$ cat config.mk
export PLATFORM = sky130hd
export DESIGN_NAME = eeg_headset_packet_parser_top
export DESIGN_NICKNAME = d
export VERILOG_FILES = /design/src/rtl/core/eegpp_pkg.sv /design/src/rtl/core/eeg_headset_packet_parser_top.sv /design/src/rtl/core/eegpp_decoder.sv
export VERILOG_INCLUDE_DIRS = /design/src /design/src/rtl/core
export SDC_FILE = /design/constraint.sdc
export NUM_CORES = 1
export LEC_CHECK = 0
export BUFFER_PORTS_ARGS = -buffer_cell sky130_fd_sc_hd__buf_4
export CELL_PAD_IN_SITES_DETAIL_PLACEMENT = 0
export CELL_PAD_IN_SITES_GLOBAL_PLACEMENT = 1
export CORE_MARGIN = 2
export CORE_UTILIZATION = 35
export CTS_BUF_LIST = sky130_fd_sc_hd__clkbuf_8
export DETAILED_ROUTE_END_ITERATION = 6
export PLACE_DENSITY = 0.64
export REMOVE_ABC_BUFFERS = 1
export SLEW_MARGIN = 20
export SYNTH_ARGS = -nofsm -noshare
export SYNTH_HDL_FRONTEND = slang
export SYNTH_SLANG_ARGS = --single-unit
$ cat constraint.sdc
create_clock -name clk -period 12.4 [get_ports clk]
set_clock_uncertainty 0.05 [all_clocks]
set_input_delay 0.62 -clock clk [delete_from_list [all_inputs] [get_ports clk]]
set_output_delay 0.62 -clock clk [all_outputs]
set_load 0.01 [all_outputs]
$ cat src/rtl/core/assert_macros.svh
// Assertion macros for the packet parser RTL.
// Define ASSERT_OFF to compile all checks away.
`ifndef ASSERT_MACROS_SVH
`define ASSERT_MACROS_SVH

`ifndef ASSERT_OFF

// Property must hold at every clock edge outside reset.
`define ASSERT_CLK(label, clk, rst_n, prop, msg) \
	label: assert property (@(posedge clk) disable iff (!rst_n) prop) else $error(msg);

// Condition must never be true at a clock edge outside reset.
`define ASSERT_NEVER(label, clk, rst_n, cond, msg) \
	label: assert property (@(posedge clk) disable iff (!rst_n) !(cond)) else $error(msg);

`else

`define ASSERT_CLK(label, clk, rst_n, prop, msg)
`define ASSERT_NEVER(label, clk, rst_n, cond, msg)

`endif

`endif

$ cat src/rtl/core/eegpp_pkg.sv
`timescale 1ns / 1ps

package eegpp_pkg;

	localparam logic [7:0] SYNC_BYTE       = 8'hAA;
	localparam logic [7:0] CODE_QUALITY    = 8'h02;
	localparam logic [7:0] CODE_ATTENTION  = 8'h04;
	localparam logic [7:0] CODE_MEDITATION = 8'h05;
	localparam logic [7:0] CODE_BANDS      = 8'h83;
	localparam logic [7:0] CODE_RAW        = 8'h80;

	localparam int NUM_BANDS = 8;
	localparam int BAND_W    = 24;

	// Last byte lane of a band, and last byte of a skipped raw record
	localparam logic [1:0] LAST_LANE = 2'd2;
	localparam logic [2:0] LAST_BAND = 3'd7;

	typedef logic [NUM_BANDS-1:0][BAND_W-1:0] band_set_t;

	// Frame phase, one-hot
	typedef enum logic [4:0] {
		PH_SYNC1   = 5'b00001,
		PH_SYNC2   = 5'b00010,
		PH_LENGTH  = 5'b00100,
		PH_PAYLOAD = 5'b01000,
		PH_CHECK   = 5'b10000
	} phase_t;

	// Record decoder state, one-hot
	typedef enum logic [6:0] {
		RK_CODE       = 7'b0000001,
		RK_QUALITY    = 7'b0000010,
		RK_ATTENTION  = 7'b0000100,
		RK_MEDITATION = 7'b0001000,
		RK_BANDLEN    = 7'b0010000,
		RK_BANDS      = 7'b0100000,
		RK_SKIP       = 7'b1000000
	} rec_kind_t;

	// Framer to decoder control
	typedef struct packed {
		logic start;   // good length byte: open a new frame
		logic step;    // payload byte to decode
		logic commit;  // good checksum: keep the pending values
	} dec_ctrl_t;

endpackage

$ cat src/rtl/core/eeg_headset_packet_parser_top.sv
`timescale 1ns / 1ps
// An accepted byte waits in the input register and is decoded from there; a checksum
// byte that closes a good frame loads the result register that drives the output.
// Throughput: one byte per cycle. The input stalls only while a checksum byte waits
// in the input register and the previous result is still held by a stalled output.
// Reset (arst_n low, asynchronous): hunt for first sync, zero the decoder values only.
`include "assert_macros.svh"

module eeg_headset_packet_parser_top #(
	parameter int MAX_PAYLOAD = 128
) (
	input  logic        clk,
	input  logic        arst_n,
	input  logic        in_valid,
	output logic        in_stall,
	input  logic [7:0]  rx_byte,
	output logic        out_valid,
	input  logic        out_stall,
	output logic [7:0]  signal_quality,
	output logic [7:0]  attention,
	output logic [7:0]  meditation,
	output logic [23:0] band_delta,
	output logic [23:0] band_theta,
	output logic [23:0] band_low_alpha,
	output logic [23:0] band_high_alpha,
	output logic [23:0] band_low_beta,
	output logic [23:0] band_high_beta,
	output logic [23:0] band_low_gamma,
	output logic [23:0] band_mid_gamma
);
	import eegpp_pkg::*;

	localparam logic [7:0] MAX_LEN = 8'(MAX_PAYLOAD);

	logic       valid_s1;
	logic [7:0] byte_s1;
	phase_t     phase_q;
	logic [7:0] frame_len_q;
	logic [7:0] taken_q;
	logic [7:0] sum_q;
	logic       out_valid_q;
	logic [7:0] quality_q, attention_q, meditation_q;
	band_set_t  bands_q;

	logic       blocked;
	logic       proc;
	logic       len_ok;
	logic       sum_ok;
	logic       load_out;
	logic [7:0] taken_next;
	dec_ctrl_t  dec_ctrl;
	logic [7:0] pend_quality, pend_attention, pend_meditation;
	band_set_t  pend_bands;

	// A checksum byte cannot move on while the last result is still held
	assign blocked  = (phase_q == PH_CHECK) && out_valid_q && out_stall;
	assign proc     = valid_s1 && !blocked;
	assign in_stall = valid_s1 && blocked;

	assign len_ok     = (byte_s1 != 8'd0) && (byte_s1 <= MAX_LEN);
	assign sum_ok     = (byte_s1 == ~sum_q);
	assign taken_next = taken_q + 8'd1;
	assign load_out   = proc && (phase_q == PH_CHECK) && sum_ok;

	assign dec_ctrl.start  = proc && (phase_q == PH_LENGTH) && len_ok;
	assign dec_ctrl.step   = proc && (phase_q == PH_PAYLOAD);
	assign dec_ctrl.commit = load_out;

	// Input register
	always_ff @(posedge clk or negedge arst_n) begin
		if (!arst_n) begin
			valid_s1 <= 1'b0;
		end else if (in_valid && !in_stall) begin
			valid_s1 <= 1'b1;
		end else if (proc) begin
			valid_s1 <= 1'b0;
		end
	end

	always_ff @(posedge clk) begin
		if (in_valid && !in_stall) begin
			byte_s1 <= rx_byte;
		end
	end

	// Frame tracking: sync, length, payload count and sum, checksum
	always_ff @(posedge clk or negedge arst_n) begin
		if (!arst_n) begin
			phase_q     <= PH_SYNC1;
			frame_len_q <= '0;
			taken_q     <= '0;
			sum_q       <= '0;
		end else if (proc) begin
			unique case (phase_q)
				PH_SYNC2: phase_q <= (byte_s1 == SYNC_BYTE) ? PH_LENGTH : PH_SYNC1;
				PH_LENGTH: begin
					if (len_ok) begin
						frame_len_q <= byte_s1;
						taken_q     <= '0;
						sum_q       <= '0;
						phase_q     <= PH_PAYLOAD;
					end else begin
						phase_q <= PH_SYNC1;
					end
				end
				PH_PAYLOAD: begin
					sum_q   <= sum_q + byte_s1;
					taken_q <= taken_next;
					if (taken_next >= frame_len_q) begin
						phase_q <= PH_CHECK;
					end
				end
				PH_CHECK: phase_q <= PH_SYNC1;
				default:  phase_q <= (byte_s1 == SYNC_BYTE) ? PH_SYNC2 : PH_SYNC1;
			endcase
		end
	end

	eegpp_decoder u_decoder (
		.clk             (clk),
		.arst_n          (arst_n),
		.ctrl            (dec_ctrl),
		.rx_byte         (byte_s1),
		.pend_quality    (pend_quality),
		.pend_attention  (pend_attention),
		.pend_meditation (pend_meditation),
		.pend_bands      (pend_bands)
	);

	// Result register: load on a good checksum, drop once taken
	always_ff @(posedge clk or negedge arst_n) begin
		if (!arst_n) begin
			out_valid_q <= 1'b0;
		end else if (load_out) begin
			out_valid_q <= 1'b1;
		end else if (out_valid_q && !out_stall) begin
			out_valid_q <= 1'b0;
		end
	end

	always_ff @(posedge clk) begin
		if (load_out) begin
			quality_q    <= pend_quality;
			attention_q  <= pend_attention;
			meditation_q <= pend_meditation;
			bands_q      <= pend_bands;
		end
	end

	assign out_valid       = out_valid_q;
	assign signal_quality  = quality_q;
	assign attention       = attention_q;
	assign meditation      = meditation_q;
	assign band_delta      = bands_q[0];
	assign band_theta      = bands_q[1];
	assign band_low_alpha  = bands_q[2];
	assign band_high_alpha = bands_q[3];
	assign band_low_beta   = bands_q[4];
	assign band_high_beta  = bands_q[5];
	assign band_low_gamma  = bands_q[6];
	assign band_mid_gamma  = bands_q[7];

	// Checks
	`ASSERT_NEVER(a_stall_only_on_check, clk, arst_n, in_stall && !(valid_s1 && (phase_q == PH_CHECK) && out_valid_q), "input stalled outside a held checksum byte")
	`ASSERT_CLK(a_count_in_frame, clk, arst_n, (phase_q == PH_PAYLOAD) |-> (taken_q < frame_len_q), "payload count ran past frame length")
	`ASSERT_CLK(a_result_from_check, clk, arst_n, (load_out) |=> (out_valid_q && (phase_q == PH_SYNC1)), "good checksum did not yield a result")
	`ASSERT_NEVER(a_start_commit_apart, clk, arst_n, dec_ctrl.start && (dec_ctrl.step || dec_ctrl.commit), "decoder control overlap")

endmodule

$ cat src/rtl/core/eegpp_decoder.sv
`timescale 1ns / 1ps

module eegpp_decoder (
	input  logic                clk,
	input  logic                arst_n,
	input  eegpp_pkg::dec_ctrl_t ctrl,
	input  logic [7:0]          rx_byte,
	output logic [7:0]          pend_quality,
	output logic [7:0]          pend_attention,
	output logic [7:0]          pend_meditation,
	output eegpp_pkg::band_set_t pend_bands
);
	import eegpp_pkg::*;

	rec_kind_t  kind_q;
	logic [2:0] band_idx_q;
	logic [1:0] lane_q;
	logic [7:0] quality_q, attention_q, meditation_q;
	logic [7:0] kept_quality_q, kept_attention_q, kept_meditation_q;
	band_set_t  bands_q;

	// Decode one payload byte per step; restore kept values at frame start
	always_ff @(posedge clk or negedge arst_n) begin
		if (!arst_n) begin
			kind_q            <= RK_CODE;
			band_idx_q        <= '0;
			lane_q            <= '0;
			quality_q         <= '0;
			attention_q       <= '0;
			meditation_q      <= '0;
			bands_q           <= '0;
			kept_quality_q    <= '0;
			kept_attention_q  <= '0;
			kept_meditation_q <= '0;
		end else begin
			if (ctrl.start) begin
				kind_q       <= RK_CODE;
				band_idx_q   <= '0;
				lane_q       <= '0;
				quality_q    <= kept_quality_q;
				attention_q  <= kept_attention_q;
				meditation_q <= kept_meditation_q;
				bands_q      <= '0;
			end else if (ctrl.step) begin
				unique case (kind_q)
					RK_QUALITY: begin
						quality_q <= rx_byte;
						kind_q    <= RK_CODE;
					end
					RK_ATTENTION: begin
						attention_q <= rx_byte;
						kind_q      <= RK_CODE;
					end
					RK_MEDITATION: begin
						meditation_q <= rx_byte;
						kind_q       <= RK_CODE;
					end
					RK_BANDLEN: begin
						// length byte is ignored
						kind_q     <= RK_BANDS;
						band_idx_q <= '0;
						lane_q     <= '0;
					end
					RK_BANDS: begin
						// big-endian: first byte is the top lane
						case (lane_q)
							2'd0:    bands_q[band_idx_q][23:16] <= rx_byte;
							2'd1:    bands_q[band_idx_q][15:8]  <= rx_byte;
							2'd2:    bands_q[band_idx_q][7:0]   <= rx_byte;
							default: ;
						endcase
						if (lane_q == LAST_LANE) begin
							lane_q <= '0;
							if (band_idx_q == LAST_BAND) begin
								kind_q     <= RK_CODE;
								band_idx_q <= '0;
							end else begin
								band_idx_q <= band_idx_q + 3'd1;
							end
						end else begin
							lane_q <= lane_q + 2'd1;
						end
					end
					RK_SKIP: begin
						if (lane_q == LAST_LANE) begin
							kind_q <= RK_CODE;
							lane_q <= '0;
						end else begin
							lane_q <= lane_q + 2'd1;
						end
					end
					default: begin
						// record code byte
						band_idx_q <= '0;
						lane_q     <= '0;
						case (rx_byte)
							CODE_QUALITY:    kind_q <= RK_QUALITY;
							CODE_ATTENTION:  kind_q <= RK_ATTENTION;
							CODE_MEDITATION: kind_q <= RK_MEDITATION;
							CODE_BANDS: begin
								bands_q <= '0;
								kind_q  <= RK_BANDLEN;
							end
							CODE_RAW:        kind_q <= RK_SKIP;
							default:         kind_q <= RK_CODE;
						endcase
					end
				endcase
			end

			// Keep the frame's quality, attention and meditation once its checksum is good
			if (ctrl.commit) begin
				kept_quality_q    <= quality_q;
				kept_attention_q  <= attention_q;
				kept_meditation_q <= meditation_q;
			end
		end
	end

	assign pend_quality    = quality_q;
	assign pend_attention  = attention_q;
	assign pend_meditation = meditation_q;
	assign pend_bands      = bands_q;

endmodule

==> results.txt, run 1 <==
Of the total power, the share spent switching nets is 0.225. The final standard cell count with taps included and fillers excluded came out at 2,705. The filler cells instantiated in the layout total between 5,000 and 6,000. The number of warnings printed during yosys synthesis is 0. The area of the placeable core came out at roughly 0.06 mm^2.

The total design power came out at 3.28 mW. The synthesized design contains 507 register bits. The part of the Yosys area used for sequential elements is 0.653. Gates resized during post-CTS repair numbered 0. Across the run, the number of max-cap violations was 0. In the final design database the tool counted approximately 1,900 nets.

Counting the buffers created by CTS gives 85. After detailed placement, the design holds a cell count of between 2,000 and 3,000. The hold violation total from the final report came out at 18. The layer with the highest usage is met2. The number of placed I/O pins is 230. The global-route usage over all layers is 0.181.

In the routed layout, each cell is associated on average with a via count of ~5.3. Headroom to the max-slew limit came out at 0.292. The endpoint kind of the worst setup timing path is a register. The gate count after technology mapping is 1,633.

The most used flip-flop cell after synthesis is sky130_fd_sc_hd__dfrtp_1. The shortest period the worst path allows came out at between 4 and 5 ns. TritonCTS built the clock tree.

The routed wire length came out at around 57 mm. The final period utilization is 0.369. The met3 capacity usage during global routing is 0.0344.

The largest voltage drop on the vdd net is 0.0576 mV. The number of library cell types mapped by synthesis came out at 64. The end-of-flow core utilization came out at 0.422. After clock tree synthesis, the clock-pin slew on the worst setup and hold paths is 0.06 ns. The cell at the root of the clock tree is sky130_fd_sc_hd__clkbuf_8. The relative contribution of combinational cells to total power is 0.018. The per-instance average area after synthesis is 13.0 um^2.

The number of sinks handled by clock tree synthesis is ~510. The die height came out at 250 um. In this run the critical register-to-register path is launched from byte_s1[2]. The total power divided by cell area is roughly 130 mW/mm^2. Setup repair after global routing left no endpoint under its margin. The post-detailed-route wirelength per cell came out at between 20 and 25 um.

The die area came out at approximately 0.062 mm^2. The weighted congestion reported at the end of routability-driven placement is between 0.7 and 0.8. The total vias in the final route came out at 14,300. The met2 track demand over resource is 0.273. The clock tree buffer depth came out at 3.

The initial DRC count is ~1,200. Data on the critical path arrives at its endpoint at approximately 5 ns. The checks that failed: DRC, hold timing. The run finished, with violations left.

The first global-routing pass estimated around 88 mm of wire. The detailed-router iteration count before antenna repair came out at 7. The number of buffers inserted by port buffering is 229. The internal cell power came out at between 2 and 3 mW. By startpoint and endpoint, the worst setup path is classified as register to register. The area of placed instances is roughly 0.024 mm^2. Hold repair after CTS inserted 0 buffers. The maximum number of pins on one net before global-route repair is roughly 170.

In this run the post-CTS setup repair buffer count came out at 0. Counting cells, the worst reg-to-reg path comes to 8. The layout cell share with drive strength beyond 1 came out at 0.245.

In this run the power spent charging and discharging nets is about 0.74 mW. Across all hold checks on the routed design, the worst slack comes to -0.0362 ns. At the pin with the least slew margin, the transition time is between 1 and 1.5 ns. The clock group share of total power is 0.448.

The finished cells cover about 0.025 mm^2. The async set or reset register ratio after synthesis is 0.558. Walking the worst path, the cells encountered are buf_4 -> or3_1 -> o31a_1 -> or3_1 -> and3_1 -> nand3_4 -> buf_4 -> o2bb2ai_1. The number of nets still failing antenna checks after routing is 0. The met1 layer usage reported by global route came out at 0.262. Of all nets on the critical path, the largest fanout is ~90.

The worst register-to-register path ends at u_decoder.pend_bands[131]. For the worst-skew pair, the clock arrives at the later sink with an insertion delay of about 0.67 ns. The final setup violation count came out at 0. The number of flops mapped to enable cells by yosys is between 200 and 250. The maximum cell stage delay along the critical path is around 0.86 ns. The half-perimeter wire length after detailed placement is ~33 mm. Summing every instance area after synthesis gives ~0.021 mm^2. The initial standard-cell utilization of the core is 0.352. The initial antenna violation count came out at 1. The count of unresolved DRC violations after routing came out at 1. The via count of the first global-routing pass is approximately 14,000. The slowest stage of the critical path is the sky130_fd_sc_hd__buf_4 cell. The area growth from synthesis to layout came out at 19.7%. The total congestion overflow came out at 0. Summed over all cells, the static leakage comes to just under 10 nW. The startpoint type of the worst setup path is a register. The min-delay analysis places its worst path in the category input pin to asynchronous set/reset pin. The data required time of the worst path came out at around 13 ns. The worst-case register-to-register setup slack is 7.83 ns.

After floorplanning, the core was divided into 90 placement rows. The horizontal die dimension is ~250 um. Timing would allow up to 219 MHz. The H-tree was split into 3 levels. The share of power burned in registers came out at 0.534. The number of pins with negative max-slew slack in the final report came out at 0.
[critical path, delay by kind of cell (launching register included)]
family / cells / cell delay [ns]
AOI/OAI and AO/OA: 2 / 0.58
buffers and inverters: 2 / 1.12
DFF: 1 / 0.35
and+or+nand+nor: 4 / 2.20
[registers in the layout, summed over array words and instances, names as in the netlist, 5 cells and up]
name                         count
u_decoder.pend_bands           192
band_delta                      24
band_high_alpha                 24
band_high_beta                  24
band_low_alpha                  24
band_low_beta                   24
band_low_gamma                  24
band_mid_gamma                  24
band_theta                      24
attention                        8
byte_s1                          8
frame_len_q                      8
meditation                       8
signal_quality                   8
sum_q                            8
taken_q                          8
u_decoder.kept_attention_q       8
u_decoder.kept_meditation_q      8
u_decoder.kept_quality_q         8
u_decoder.pend_attention         8
u_decoder.pend_meditation        8
u_decoder.pend_quality           8
u_decoder.kind_q                 7
phase_q                          5
[per-stage QoR]
step | worst slack, ns | TNS, ns
2_1_floorplan | -3.45 | -653.90
3_3_place_gp | 8.06 | 0
3_5_place_dp | 7.93 | 0
4_1_cts | 7.90 | 0
5_1_grt | 7.60 | 0
6_report | 7.83 | 0
[cell families (layout without fill, tap and decap cells)]
group,count (synthesis),count (layout),synth area share
DFF,507,507,0.653
xor gates and xnor gates,14,14,0.00580
muxes,102,102,0.0527
other,0,1,0
buffers and inverters,138,427,0.0263
AOI/OAI and AO/OA,426,426,0.158
and+or+nand+nor,422,422,0.0895
adders and majority gates,24,24,0.0146
[power groups by stage]
stage          combinational, mW  sequential, mW  clock (mW)
3_5_place_dp              0.0619            1.78           0
6_report                  0.0601            1.75        1.47
2_1_floorplan             0.0162            1.79           0
4_1_cts                   0.0621            1.75        1.51
5_1_grt                   0.0677            1.75        1.59
3_3_place_gp              0.0601            1.78           0
[worst max path at each step]
stage,start,to,depth (start not counted)
floorplan,byte_s1[2],u_decoder.kept_attention_q[0],5
finish,byte_s1[2],u_decoder.pend_bands[131],8
global placement,byte_s1[2],u_decoder.pend_bands[128],8
detailed placement,byte_s1[2],u_decoder.pend_bands[131],8
global route,byte_s1[2],u_decoder.pend_bands[131],8
CTS,byte_s1[2],u_decoder.pend_bands[131],8
[Yosys cell counts (11+ instances only)]
cell type                   instances  area [um^2]
sky130_fd_sc_hd__a21oi_1           12         60.1
sky130_fd_sc_hd__a22o_1            11         96.3
sky130_fd_sc_hd__a22oi_1          118          886
sky130_fd_sc_hd__and3_1            11         68.8
sky130_fd_sc_hd__buf_2             21          105
sky130_fd_sc_hd__clkbuf_1          90          338
sky130_fd_sc_hd__dfrtp_1          281         7030
sky130_fd_sc_hd__edfxtp_1         224         6730
sky130_fd_sc_hd__ha_1              23          288
sky130_fd_sc_hd__inv_1             17         63.8
sky130_fd_sc_hd__mux2_2            75          845
sky130_fd_sc_hd__mux2i_1           27          270
sky130_fd_sc_hd__nand2_1          287         1080
sky130_fd_sc_hd__nand3_1           37          185
sky130_fd_sc_hd__nor2_1            19         71.3
sky130_fd_sc_hd__nor3_1            13         65.1
sky130_fd_sc_hd__o21ai_0           58          290
sky130_fd_sc_hd__o2bb2ai_1        182         1590
[per-layer routing]
metal | wire length [um] | up-vias
met5 | 0 | -
met4 | 1390 | 0
met3 | 2980 | 97
met2 | 25700 | 396
met1 | 26900 | 7228
li1 | - | 6594
[final cells by class]
type | instances | area (um^2) | share of cell area
flip-flops and latches | 507 | 13800 | 0.546
multi-input cells | 988 | 6860 | 0.271
repair buffers | 251 | 1920 | 0.0757
clock buffers | 93 | 1280 | 0.0506
well taps | 782 | 978 | 0.0386
clock inverters | 66 | 400 | 0.0158
inverters | 17 | 63.8 | 0.00252
diodes | 1 | 2.50 | 0.0000988
[cell usage in the layout (no fill, tap or decap), types with 11 or more instances in the layout]
| master | instances |
|---|---|
| sky130_fd_sc_hd__dfrtp_1 | 281 |
| sky130_fd_sc_hd__o2bb2ai_1 | 182 |
| sky130_fd_sc_hd__a22oi_1 | 118 |
| sky130_fd_sc_hd__ha_1 | 21 |
| sky130_fd_sc_hd__clkinv_1 | 15 |
| sky130_fd_sc_hd__nand3_1 | 36 |
| sky130_fd_sc_hd__buf_4 | 248 |
| sky130_fd_sc_hd__mux2i_1 | 27 |
| sky130_fd_sc_hd__mux2_2 | 75 |
| sky130_fd_sc_hd__inv_1 | 50 |
| sky130_fd_sc_hd__a21oi_1 | 12 |
| sky130_fd_sc_hd__clkbuf_8 | 93 |
| sky130_fd_sc_hd__edfxtp_1 | 224 |
| sky130_fd_sc_hd__a22o_1 | 11 |
| sky130_fd_sc_hd__nand2_1 | 287 |
| sky130_fd_sc_hd__o21ai_0 | 58 |
| sky130_fd_sc_hd__nor3_1 | 11 |
| sky130_fd_sc_hd__nor2_1 | 19 |
| sky130_fd_sc_hd__and3_1 | 11 |
Note: power is estimated with default switching activity, not from simulation.
==> inputs of run 2 (changes only) <==
- ABC_AREA: unset -> 1
- PLACE_DENSITY: 0.64 -> 0.67
- clock period: 12.4 -> 4.7 ns (I/O delays scaled with it)
==> run 2 against run 1 <==
Effect of this change:
- the flow now finishes without violations
- highest routed layer unchanged
- cell area is 9.5% higher
- core utilization decreased by 0.16 points
- sequential cell count unchanged
- cell count grew 37%
- synthesized cell count rose by 58%
- via count increased by 34%
- critical endpoint is now u_decoder.pend_bands[84]
- largest cell class unchanged
- clock-buffer cell count up 8
- wire length is 24% higher
- critical path type unchanged
- sequential share of layout area shrank 4.7 points
==> results.txt, run 2 <==
The met2 track demand over resource is 0.313. Of the post-synthesis cell area, the dominant cell type holds 0.301. The total power divided by cell area came out at 329 mW/mm^2. The slowest stage of the critical path is the sky130_fd_sc_hd__buf_4 cell. The final antenna diode count came out at 0. In this run the most used layer during global routing was met2. Of the available clock period, the critical path in the final layout requires 0.761. Entering global routing, the biggest net connects 121 pins. TritonCTS built the clock tree. The part of the Yosys area used for sequential elements came out at 0.590. The post-detailed-route wirelength per cell came out at 19.1 um. The cell at the root of the clock tree is sky130_fd_sc_hd__clkbuf_8. For this block, the initial DRC count from the detailed router was between 1,500 and 2,000. The number of warnings printed during yosys synthesis came out at 0.

The worst-case register-to-register setup slack is around 1.1 ns. The data arrival time of the critical path is around 4.1 ns. Of the total synthesized cell area, the portion taken by AND, OR, NAND and NOR gates is 0.234. The total number of cells along the worst setup path is 9. The final standard cell area without fillers came out at between 0.02 and 0.03 mm^2.

The area of the multi-input gates is ~0.0080 mm^2. The routed wire length is slightly above 70 mm. The floorplan step defined a core boundary enclosing approximately 0.066 mm^2. The synthesized design contains 507 register bits. The maximum fanout count along the critical path is ~80.

From bottom edge to top edge, the die measures 263 um. The gate count after technology mapping came out at approximately 2,600. The setup TNS after final layout came out at 0 ns. The share of the synthesized area in compound gates (AO/OA/AOI/OAI) is 0.0872. The flip-flop count of the largest register, all copies and words added is roughly 190. Setup violations remaining at the end of the flow were counted as 0. The end of the worst register-to-register path is u_decoder.pend_bands[84]. At the pin with the least slew margin, the transition time is 1.05 ns. The number of nets still failing antenna checks after routing is 0. In the routed layout, each cell is associated on average with a via count of 5.15.

The met3 capacity usage during global routing is 0.0356. The count of fill cells added during filler insertion came out at 6,394. The kind of critical path is register to register. After global routing the overflow that remains totals 0.

Ranked by total cell area, the synthesized netlist is headed by sky130_fd_sc_hd__dfrtp_1 (30%), sky130_fd_sc_hd__edfxtp_1 (29%), sky130_fd_sc_hd__nand2_1 (14%). The number of pins with negative max-slew slack in the final report is 0. The weighted congestion reported at the end of routability-driven placement is 0.821. The number of sinks handled by clock tree synthesis is between 500 and 600. The per-instance average area after synthesis came out at between 9 and 10 um^2.

The number of placed I/O pins came out at 230. The run finished with clean final reports. Setup repair after global routing left no endpoint under its margin.

The worst register-to-register path begins at u_decoder.kind_q[1]. Summing all flip-flop and latch instances after layout gives between 0.01 and 0.015 mm^2. The number of placement rows is 94.

The worst setup path is launched from a register. The clock-pin slew on the worst setup and hold paths came out at approximately 0.06 ns. The worst slew slack as a fraction of its limit is 0.299. By area, the combinational part of the netlist is dominated by simple AND/OR/NAND/NOR gates. The hold violation total from the final report is 0. The area of placed instances came out at between 0.02 and 0.03 mm^2. After synthesis, the most frequently instantiated cells are sky130_fd_sc_hd__nand2_1 (846), sky130_fd_sc_hd__dfrtp_1 (281), sky130_fd_sc_hd__o21ai_0 (240). The leakage power summed over all cells is around 12 nW. The maximum cell stage delay along the critical path is about 0.74 ns. Counting flops with a built-in enable in the synthesized netlist gives around 220.

Of the total synthesized cell area, the portion taken by full adders, half adders and majority gates is 0.0132. Derived from the worst setup path, the maximum achievable clock frequency is around 280 MHz. Across every metal layer, demand over resource in global routing totals 0.203. Among cell families on the critical path, the largest total delay comes from simple AND/OR/NAND/NOR gates. Of the cells placed in the final design, the portion with a size suffix greater than 1 is 0.149. Across the VDD grid, the largest voltage drop is 0.182 mV. The cell area after synthesis is ~0.023 mm^2. The most used flip-flop cell after synthesis is sky130_fd_sc_hd__dfrtp_1.

STA classifies the critical path endpoint as a register. The number of library cell types mapped by synthesis came out at 42. The clock latency on the worst-skew pair is 0.68 ns.

The initial antenna violation count is 1. The post-cts resize count is 0. The library cell appearing most often on the critical path is sky130_fd_sc_hd__nand2_1. The multiplexer share of the synthesized area is 0.

The horizontal die dimension is roughly 260 um. The initial standard-cell utilization of the core came out at 0.355. The total design power came out at between 9 and 10 mW. The area growth from synthesis to layout is 18.5%. sky130_fd_sc_hd__dfrtp_1 takes more of the synthesized area than any other cell. The detailed-router iteration count before antenna repair came out at 5.

The tool flagged a number of max-cap violations equal to 0. The number of buffers inserted by port buffering came out at between 200 and 250. The global-route wire length before repair is ~110 mm. The half-perimeter wire length after detailed placement came out at between 40 and 50 mm.

The commonest non-fill, non-tap cell in the layout is sky130_fd_sc_hd__nand2_1. The signal on the critical path passes through nor2_1 -> nand2_1 -> nor2_4 -> buf_4 -> nand2_1 -> nor2_4 -> buf_4 -> nand4_1 -> nand2_1. The met1 layer usage reported by global route is 0.287.

The XOR/XNOR share of the synthesized area came out at 0.00412. Together, buffers and inverters on the worst path number 2. The number of H-tree levels came out at 3.

The count of unresolved DRC violations after routing came out at 0. The die area came out at just under 0.07 mm^2. The async set or reset register ratio after synthesis is 0.558. Tracing the worst setup path back leads to its startpoint at u_decoder.kind_q[1]. The count of nets after finishing is around 2,800. The number of buffers added by the clock tree synthesis step came out at 88.

In the layout the commonest cells are sky130_fd_sc_hd__nand2_1 (846), sky130_fd_sc_hd__dfrtp_1 (281), sky130_fd_sc_hd__buf_4 (261). Across all layers, the routed design uses between 15,000 and 20,000 vias. The clock tree buffer depth came out at 3. Measured in cells, the most critical reg-to-reg path has a length of 9. The tightest min-delay check is of the input pin to asynchronous set/reset pin type. The via count of the first global-routing pass is about 19,000. Yosys instantiated no cell more often than sky130_fd_sc_hd__nand2_1. Data on the critical path is required at its endpoint by around 5.2 ns.

The shortest period the worst path allows came out at about 3.6 ns.
[run 2: how the worst max path moves through the flow]
stage                                endpoint  slack (ns)
floorplan             u_decoder.pend_bands[0]       -6.52
global placement      u_decoder.pend_bands[7]        1.18
detailed placement  u_decoder.pend_bands[131]        1.12
CTS                   u_decoder.pend_bands[9]        1.11
global route         u_decoder.pend_bands[78]        0.82
finish               u_decoder.pend_bands[84]        1.12
[run 2: kinds of logic (layout without fill, tap and decap cells)]
logic type	count (synthesis)	count (layout)
simple gates	1271	1271
flops	507	507
fa+ha+maj	24	24
xor+xnor	11	11
buf+inv	390	661
compound gates	378	378
[run 2: timing repair]
action | 4_1_cts | 5_1_grt
hold endpoints to repair | 127 | 0
setup buffers | 0 | 0
hold buffers | 11 | 0
[run 2: per-stage QoR]
stage          utilization  hold slack [ns]  instances  setup slack [ns]
2_1_floorplan            -           -0.111       2409             -6.52
3_3_place_gp         0.391            0.367       3541              1.18
3_5_place_dp         0.391            0.368       3541              1.12
4_1_cts              0.420            0.218       3716              1.11
5_1_grt              0.420            0.235       3716             0.815
6_report             0.420            0.222       3716              1.12
[run 2: per-layer routing]
layer | routed length, um | up-vias
li1 | - | 9111
met1 | 31800 | 9229
met2 | 32500 | 645
met3 | 4430 | 142
met4 | 2110 | 0
met5 | 0 | -
[run 2: report_power, final]
part	leakage (nW)	internal (mW)	switching, mW
registers	5.85	4.62	0.0154
clock network	1.01	2.24	1.86
logic	5.47	0.0903	0.295
[run 2: final cells by class]
class,instances,area share
sequential,507,0.498
multi-input combinational,1684,0.289
timing repair buffer,279,0.0795
clock buffer,101,0.0501
tap,864,0.0390
inverter,218,0.0299
clock inverter,63,0.0143
==> inputs of run 3 (changes only) <==
- clock period: 4.7 -> 3.6 ns (I/O delays scaled with it)
==> run 3 against run 2 <==
Effect of this change:
- clock power increased by 36%
- cell area increased by 0.86%
- sequential power increased by 31%
- clock-buffer cell count unchanged
- maximum frequency increased by 19%
- register-to-register slack got worse by 0.53 ns
- sequential cell count unchanged
- critical path depth decreased by 1
==> results.txt, run 3 (synthesis results as in run 2) <==
The final antenna diode count is 0. The clock latency on the worst-skew pair is 0.68 ns. The die height is 263 um. The initial antenna violation count is 3. The number of buffers added by the clock tree synthesis step came out at 87. The largest voltage drop on the vdd net came out at between 0.2 and 0.3 mV. In the layout the commonest cells are sky130_fd_sc_hd__nand2_1 (846), sky130_fd_sc_hd__dfrtp_1 (281), sky130_fd_sc_hd__buf_4 (263). The worst setup path endpoint is u_decoder.pend_bands[76].

The worst slew slack as a fraction of its limit is 0.377. The number of placed I/O pins is 230. The core region is roughly 0.066 mm^2. The detailed-router iteration count before antenna repair came out at 6. The total power divided by cell area came out at approximately 430 mW/mm^2. The hold violation total from the final report is 0. The register with the most flip-flops in the layout has ~190 of them. The final period utilization came out at 0.837.

The worst setup path is of the register to register kind. The number of nets still failing antenna checks after routing came out at 0. The depth of the worst register-to-register path came out at 8.

The count of unresolved DRC violations after routing is 0. The startpoint of the lowest-slack register-to-register path is u_decoder.lane_q[0]. The final setup violation count is 0. The number of H-tree levels is 3. Counting the fill cells in the layout gives about 6,400.

The number of buffers inserted by port buffering came out at 229. In this run the critical register-to-register path is captured at u_decoder.pend_bands[76]. The post-CTS setup-driven buffer insertion count is 0. The critical path goes through inv_1 -> ha_4 -> nor3_1 -> nand2_8 -> buf_12 -> buf_4 -> nand4_1 -> nand2_1.

The via count of the first global-routing pass is approximately 18,000. The weighted congestion reported at the end of routability-driven placement came out at approximately 0.82. TritonCTS built the clock tree. The number of sinks handled by clock tree synthesis came out at 507.

The final standard cell area without fillers is ~0.028 mm^2. The path class of the tightest hold or removal check is input pin to asynchronous set/reset pin. The maximum fanout count along the critical path came out at 105. The number of max-cap violations came out at 0. The routed design has roughly 71 mm of wire.

The layout cell share with drive strength beyond 1 came out at 0.153. The critical path's top delay family is buffers and inverters. The longest clock path from root to sink contains 3 buffers.

STA classifies the critical path endpoint as a register. The slew at the pin closest to its max-slew limit is a little over 0.9 ns. The count of nets after finishing is approximately 2,800.

The first global-routing pass estimated 111 mm of wire. Measured along the x axis, the die boundary spans between 200 and 300 um. The area of placed instances came out at about 0.026 mm^2. Subtracting the final worst setup slack from the clock period gives roughly 3 ns. The total of hold buffers inserted after clock tree synthesis is 11. The global-route usage over all layers came out at 0.203. The storage element area came out at 0.0138 mm^2. Setup repair after global routing left no endpoint under its margin.

Detailed placement ended at an HPWL of roughly 43 mm. The critical path's slowest cell is sky130_fd_sc_hd__ha_4. The setup TNS after final layout came out at 0 ns.

The data required time of the worst path came out at 4.15 ns. The detailed router finished its first iteration with about 1,800 violations. The launch point of the worst path is u_decoder.lane_q[0]. The root buffer cell chosen for the clock tree is sky130_fd_sc_hd__clkbuf_8. The post-cts resize count is 0.

The worst-case register-to-register setup slack is 0.59 ns. The total vias in the final route is around 19,000. The data arrival time of the critical path is around 3.6 ns. The initial standard-cell utilization of the core is 0.355.

For this run, the top clock speed supported by timing is ~330 MHz. On the worst path, the slowest cell contributes a delay of approximately 0.56 ns. The run finished with clean final reports. The number of placement rows is between 90 and 100. The commonest non-fill, non-tap cell in the layout is sky130_fd_sc_hd__nand2_1.

The vias per cell came out at approximately 5.1. The worst setup path is launched from a register. Clock-pin slew was measured on the worst setup and hold paths at 0.06 ns. The leakage power summed over all cells is between 10 and 15 nW.

The number of pins with negative max-slew slack in the final report came to 0. The area growth from synthesis to layout is 19.5%. The maximum number of pins on one net before global-route repair came out at around 110. The post-detailed-route wirelength per cell is 19.0 um. The total congestion overflow came out at 0. The area of the multi-input gates came out at around 0.0080 mm^2. The buffers plus inverters on the worst setup path is 3. The die area came out at 0.0689 mm^2. For this run, the number of standard cells in the final layout without fillers is approximately 3,700. The total placed cells including tap cells came out at 3,551.

The total number of cells along the worst setup path is 8.
## run 3: layout make-up
| cell class | count | share of cell area |
|---|---|---|
| clock buffers | 101 | 0.0497 |
| well taps | 864 | 0.0387 |
| repair buffers | 289 | 0.0851 |
| clock inverters | 62 | 0.0167 |
| inverters | 218 | 0.0297 |
| multi-input cells | 1684 | 0.286 |
| flip-flops and latches | 507 | 0.494 |
## run 3: per-layer routing
| layer | vias up | wire length [um] | global-route usage |
|---|---|---|---|
| met5 | - | 0 | 0 |
| li1 | 9122 | - | - |
| met3 | 120 | 4060 | 0.0309 |
| met4 | 0 | 1880 | 0.0691 |
| met2 | 675 | 32700 | 0.319 |
| met1 | 9249 | 32300 | 0.288 |
## run 3: worst min path at each step
stage                                               end  slack [ns]
after global placement      u_decoder.pend_attention[7]        0.30
after global routing                         byte_s1[3]        0.18
after floorplan                          frame_len_q[0]       -0.17
after CTS                 u_decoder.kept_attention_q[5]        0.13
final                       u_decoder.pend_attention[7]        0.13
after detailed placement    u_decoder.pend_attention[7]        0.30
## run 3: worst register-to-register path, delay by kind of cell (launching register included)
| family | cells | cell delay (ns) |
|---|---|---|
| AND/OR/NAND/NOR | 4 | 0.69 |
| flip-flops | 1 | 0.42 |
| buffers and inverters | 3 | 1.23 |
| adder cells (fa/ha/maj) | 1 | 0.56 |
## run 3: metrics by stage
stage	worst slack (ns)	hold WS [ns]	total power, mW	utilization
2_1_floorplan	-7.62	-0.166	6.41	-
3_3_place_gp	0.662	0.297	6.68	0.394
3_5_place_dp	0.626	0.296	6.69	0.394
4_1_cts	0.635	0.132	12.3	0.424
5_1_grt	0.416	0.184	12.6	0.424
6_report	0.587	0.129	12.1	0.424
## run 3: power by group
part           switching [mW]  internal, mW  total (mW)  leakage (nW)
registers              0.0200          6.04        6.06          5.85
logic                   0.395         0.128       0.523          5.54
clock network            2.43          3.14        5.57          1.06
total                    2.85          9.30        12.1          12.5
